===== config.mk =====
export PLATFORM = sky130hd
export DESIGN_NAME = ipv4_lpm_match
export DESIGN_NICKNAME = d
export VERILOG_FILES = /design/src/sv/ipv4_lpm_pkg.sv /design/src/sv/ipv4_lpm_match.sv
export SDC_FILE = /design/constraint.sdc
export NUM_CORES = 1
export LEC_CHECK = 0
export ABC_CLOCK_PERIOD_IN_PS = 11000
export BUFFER_PORTS_ARGS = -buffer_cell sky130_fd_sc_hd__buf_2
export CAP_MARGIN = 20
export CORE_ASPECT_RATIO = 1.4
export CORE_UTILIZATION = 47
export CTS_CLUSTER_DIAMETER = 80
export DETAILED_ROUTE_END_ITERATION = 8
export PLACE_DENSITY = 0.89
export SLEW_MARGIN = 40
export SYNTH_ARGS = -nofsm -noshare
export SYNTH_HDL_FRONTEND = slang
export SYNTH_SLANG_ARGS = --single-unit

===== constraint.sdc =====
create_clock -name clock -period 11 [get_ports clock]
set_input_delay 1.65 -clock clock [delete_from_list [all_inputs] [get_ports clock]]
set_output_delay 1.65 -clock clock [all_outputs]
set_load 0.02 [all_outputs]

===== src/sv/ipv4_lpm_pkg.sv =====
// shared types, constants and helpers for the ipv4 longest prefix match unit
// no dependencies

package ipv4_lpm_pkg;

   localparam int DEFAULT_TABLE_DEPTH = 64;
   localparam int IFACE_COUNT         = 16;

   localparam int ADDR_W   = 32;
   localparam int IFACE_W  = 4;
   localparam int STATUS_W = 2;
   localparam int REQ_W    = 136;
   localparam int RSP_W    = 72;

   localparam logic KIND_ADD    = 1'b0;
   localparam logic KIND_LOOKUP = 1'b1;

   localparam logic [STATUS_W-1:0] STATUS_OK       = 2'd0;
   localparam logic [STATUS_W-1:0] STATUS_NO_MATCH = 2'd1;
   localparam logic [STATUS_W-1:0] STATUS_FULL     = 2'd2;

   typedef struct packed {
      logic [ADDR_W-1:0]  dest;
      logic [ADDR_W-1:0]  mask;
      logic [ADDR_W-1:0]  gateway;
      logic [IFACE_W-1:0] iface;
   } entry_type;

   typedef struct packed {
      logic clear;
      logic valid;
   } match_ctrl_type;

   function automatic logic [IFACE_W-1:0] sat_iface(input logic [IFACE_W-1:0] ifc);
      logic [8:0] lim;
      lim = 9'(IFACE_COUNT);
      if ({5'd0, ifc} >= lim) begin
         return IFACE_W'(IFACE_COUNT - 1);
      end
      return ifc;
   endfunction

endpackage


===== src/sv/ipv4_lpm_match.sv =====
// prefix compare unit that keeps the best route seen so far
// depends on ipv4_lpm_pkg

module ipv4_lpm_match
   import ipv4_lpm_pkg::*;
(
   input  logic               clock,
   input  logic               reset,
   input  match_ctrl_type     ctrl,
   input  logic [ADDR_W-1:0]  addr,
   input  entry_type          entry,
   output logic               found,
   output logic [ADDR_W-1:0]  best_gateway,
   output logic [IFACE_W-1:0] best_iface,
   output logic [ADDR_W-1:0]  best_mask
);

   logic               found_ff, found_in;
   logic [ADDR_W-1:0]  gateway_ff, gateway_in;
   logic [IFACE_W-1:0] iface_ff, iface_in;
   logic [ADDR_W-1:0]  mask_ff, mask_in;
   logic               hit, better;

   assign hit    = ((addr ^ entry.dest) & entry.mask) == '0;
   assign better = !found_ff || (entry.mask > mask_ff);

   always_comb begin
      found_in   = found_ff;
      gateway_in = gateway_ff;
      iface_in   = iface_ff;
      mask_in    = mask_ff;
      if (ctrl.clear) begin
         found_in = 1'b0;
      end else if (ctrl.valid && hit && better) begin
         found_in   = 1'b1;
         gateway_in = entry.gateway;
         iface_in   = entry.iface;
         mask_in    = entry.mask;
      end
   end

   always_ff @(posedge clock) begin
      if (reset) begin
         found_ff <= 1'b0;
      end else begin
         found_ff <= found_in;
      end
   end

   always_ff @(posedge clock) begin
      gateway_ff <= gateway_in;
      iface_ff   <= iface_in;
      mask_ff    <= mask_in;
   end

   assign found        = found_ff;
   assign best_gateway = gateway_ff;
   assign best_iface   = iface_ff;
   assign best_mask    = mask_ff;

endmodule


======== Word-level counts from Yosys, hierarchy flattened ========
Index checks and enable logic that the tools add are counted.
storage, ports and cells
  register bits after elaboration ......... 69
  input bits .............................. 136
operators by class
  reductions and logical operators ........ 7
  bitwise gates (word level) .............. 3
  $lt $le $gt $ge ......................... 1
operator list
  kind                            count
  bitwise AND 32 bit              1
  greater-than comparator 32 bit  1
  zero test 32 bit                1
  bitwise XOR 32 bit              1
  logical AND 1 bit               2
  AND reduction 2 bit             1
  OR reduction 2 bit              1
  zero test 1 bit                 1
  logical OR 1 bit                1
  NOT 1 bit                       1

======== Longest topological paths before layout ========
  depth in word-level cells ............... 6
  gate-level depth with buffers ........... 8
  depth with buffers taken out ............ 8

======== Worst setup path after synthesis ========
Ideal clock, no wire load.
  path type ............................... in2reg
  start ................................... in entry[50] (netlist name)
  end ..................................... reg gateway_ff[0], in the netlist best_gateway[0], enable pin
  path buffers ............................ 0
  setup slack ............................. 4.076 ns
  stages on the path ...................... 6
  arrival ................................. 6.390 ns
  path through ............................ ha_1 nand4_1 nor4_2 a211o_1 a21oi_1 nor4_2
between the ends
  word-level cells in the longest chain between the ends .. 5
  elaborated cells on any way between the ends .. 7
  those cells by class .................... 1 x order compare; 1 x bitwise; 5 x reduce/logical
RTL lines
  what                                                                    line                  text
  start, declared                                                         ipv4_lpm_match.sv:11  input entry_type entry,
  branches (longest 3 deep; another with greater-than comparator 32 bit)  n/a
  logical AND 1 bit *                                                     ipv4_lpm_match.sv:34  end else if (ctrl.valid && hit && better) begin
  AND reduction 2 bit (no line) *                                         n/a
  end signal, assigned                                                    ipv4_lpm_match.sv:51  gateway_ff <= gateway_in;
  end, declared                                                           ipv4_lpm_match.sv:19  logic [ADDR_W-1:0] gateway_ff, gateway_in;
Mark *: on every way between the ends.
A chain may end at the register's enable or synchronous reset.

======== Worst setup path after layout ========
  start ................................... in entry[50] (netlist name)
  end ..................................... reg gateway_ff[17], in the netlist best_gateway[17], enable pin
The elaborated chain is that of the path after synthesis.

==> results_dict.tcl <==
set metrics [dict create \
    crit_type "primary input to register" \
    antennaDiodeCount 0 \
    async_flop_share 0 \
    reg2reg_to "best_gateway[17]" \
    worstSetupEndpointType "register" \
    cts_resized 0 \
    finalWirelength_mm 8.52 \
    cts_num_sinks 69 \
    start_util 0.481 \
    drtIter0Drc 67 \
    antenna_found_initial 0 \
    core_mm2 0.00694 \
    max-cap-violations 0 \
    numCtsBuffers 9 \
    reg2reg_depth 7 \
    dpl-instance-area_mm2 0.00450 \
    vias 2752 \
    viasPerCell 4.93 \
    clock_skew_ns 0.0111 \
    p_seq_frac 0.527 \
    grt-ovfl-total 0 \
    area_growth_pct 40.6 \
    startpoint "entry[50]" \
    cts_max_path_buffers 2 \
    synth_common_cells "edfxtp_1, inv_1, ha_1, xor2_1, a21oi_1" \
    port_buffers 204 \
    yosysWarnings 0 \
    dr.pass1.iters 4 \
    p_int_uw 424 \
    worstMarginPinSlew_ns 0.555 \
    syn-instance-count 241 \
    period_share 0.340 \
    setup_viol 0 \
    die_area_mm2 0.00745 \
    rows 36 \
    syn_nets 409 \
    clock.fmax_mhz 268 \
    htreeDepth 3 \
    cts_hold_buf 0 \
    ys_ff_latch 69 \
    synth_seq_area_share 0.618 \
    drive_gt1_frac 0.486 \
    p_leak_uw 0.00222 \
    grt_max_degree 47 \
    dieHeight_um 102 \
    critPathArrivalTime_ns 3.71 \
    drv_slew 0 \
    cts_root_buffer "clkbuf_8" \
    netlist.area_leader.share 0.612 \
    peakVddDrop_uv 74.8 \
    grt_pass1_wl_mm 12.3 \
    gp_congestion 0.843 \
    min_period_ns 3.74 \
    grt_pass1_vias 2737 \
    slowest_delay_ns 0.51 \
    synth_edf_count 68 \
    synth_area_leader_cell "edfxtp_1" \
    ant_nets 0 \
    pwr-share-clk 0.364 \
    crit-reg2reg-launch "best_mask[25]" \
    holdWs_ns 0.549 \
    cts_setup_buffers 0 \
    combinationalPowerShare 0.108 \
    critPathMaxFanout 46 \
    hp-class "register to register" \
    drc 0 \
    ios 205 \
    r2r_slack_ns 8.29 \
    grt_usage 0.229 \
    clk_latency_ns 0.34 \
    synth.most_common_cell "edfxtp_1" \
    power_density_mw_per_mm2 116 \
    cts_tree "built" \
    synth_area_leaders "edfxtp_1, ha_1, xor2_1" \
    rsz0062_at_grt "no" \
    worstPathCellList "buf_2 -> ha_1 -> nand4_1 -> nor4_2 -> a211o_1 -> a21oi_1 -> nor4_4 -> buf_4" \
    crit_slowest_cell "buf_4" \
    syn_avg_cell_area_um2 13.9 \
    worstSetupStartpointType "primary input" \
    cp_top_family "simple AND/OR/NAND/NOR gates" \
    dp_hpwl_mm 7.00 \
    chipWidth_um 73.2 \
    status "finished, final reports clean" \
    final_net_count 626 \
    crit_cells 8 \
    cp-endpoint "best_gateway[17]" \
    switching_power_uw 123 \
    ys.flop_type "edfxtp_1" \
    swShare 0.225 \
    netlist_area_mm2 0.00334 \
    wl_per_cell_um 15.3 \
    final_area_mm2 0.00469 \
    ys_types 26 \
    worst-path-buf-inv 2 \
    finalHoldViolCount 0 \
    clk_pin_slew_ns 0.07 \
    crit_required_ns 10.97 \
    tns_ns 0 \
    max_slew_margin 0.630 \
    fin_util 0.677 \
]
-- worst min-delay path: cells and delay by family, from the launching register on --
family	cells	cell delay, ns
AOI/OAI and AO/OA	1	0.08
DFF	1	0.31
buffers and inverters	1	0.12
-- per-stage QoR --
step / instances / total power, uW / setup WS, ns
2_1_floorplan: 241 / 316 / 4.08
3_5_place_dp: 542 / 353 / 6.90
6_report: 558 / 547 / 7.26
4_1_cts: 558 / 552 / 7.25
5_1_grt: 558 / 567 / 7.11
3_3_place_gp: 542 / 352 / 6.96
-- registers in the layout (all words and copies together), names as in the netlist --
| register | cells |
|---|---|
| best_gateway | 32 |
| best_mask | 32 |
| best_iface | 4 |
| found | 1 |
-- layout by cell type, fill, tap and decap left out, drive strengths merged, types with 2 or more instances in the layout --
cell type  netlist  final
o21ai            6      6
a21oi           16     16
a22o             2      2
nor2             3      3
nand3            2      2
clkbuf           0     10
xor2            32     32
a211oi           2      2
ha              32     32
buf              0    206
nand4           10     10
a221oi           2      2
inv             34     34
a22oi           10     10
edfxtp          68     68
nand2            9      9
nor4             3      3
nor3             2      2
clkinv           0      4
-- power groups by stage --
stage	Sequential [uW]	Combinational (uW)	Clock [uW]
global route	288	65.7	213
finish	288	59.2	199
detailed placement	294	59.3	0
global placement	294	57.6	0
CTS	288	59.8	204
floorplan	294	22.0	0
-- kinds of logic after synthesis --
logic type / after synthesis / synth area share
XOR/XNOR: 32 / 0.0840
AO/OA/AOI/OAI: 43 / 0.0888
AND/OR/NAND/NOR: 31 / 0.0514
adder cells (fa/ha/maj): 32 / 0.120
flip-flops: 69 / 0.618
buffers and inverters: 34 / 0.0382
-- area by class of cell --
| cell class | count | area [um2] |
|---|---|---|
| Fill cell | 565 | 2240 |
| Sequential cell | 69 | 2060 |
| Multi-Input combinational cell | 138 | 1160 |
| Timing Repair Buffer | 206 | 1040 |
| Clock buffer | 10 | 128 |
| Inverter | 34 | 128 |
| Tap cell | 95 | 119 |
| Clock inverter | 6 | 63.8 |
-- routing by layer --
layer  up-vias  global-route usage  routed length, um
met5         -                   0                  0
met2       138               0.420               4550
met4         0               0.107                176
met3        16              0.0597                590
li1       1327                   -                  -
met1      1271               0.240               3200
-- how the worst min path moves through the flow --
stage                     startpoint  endpoint  slack (ns)  cells after the start
final                          found     found        0.55                      2
after global routing           found     found        0.57                      2
after CTS                      found     found        0.56                      2
after detailed placement       found     found        0.55                      2
after global placement         found     found        0.55                      2
after floorplan                found     found        0.58                      2
Note: power is estimated with default switching activity, not from simulation.
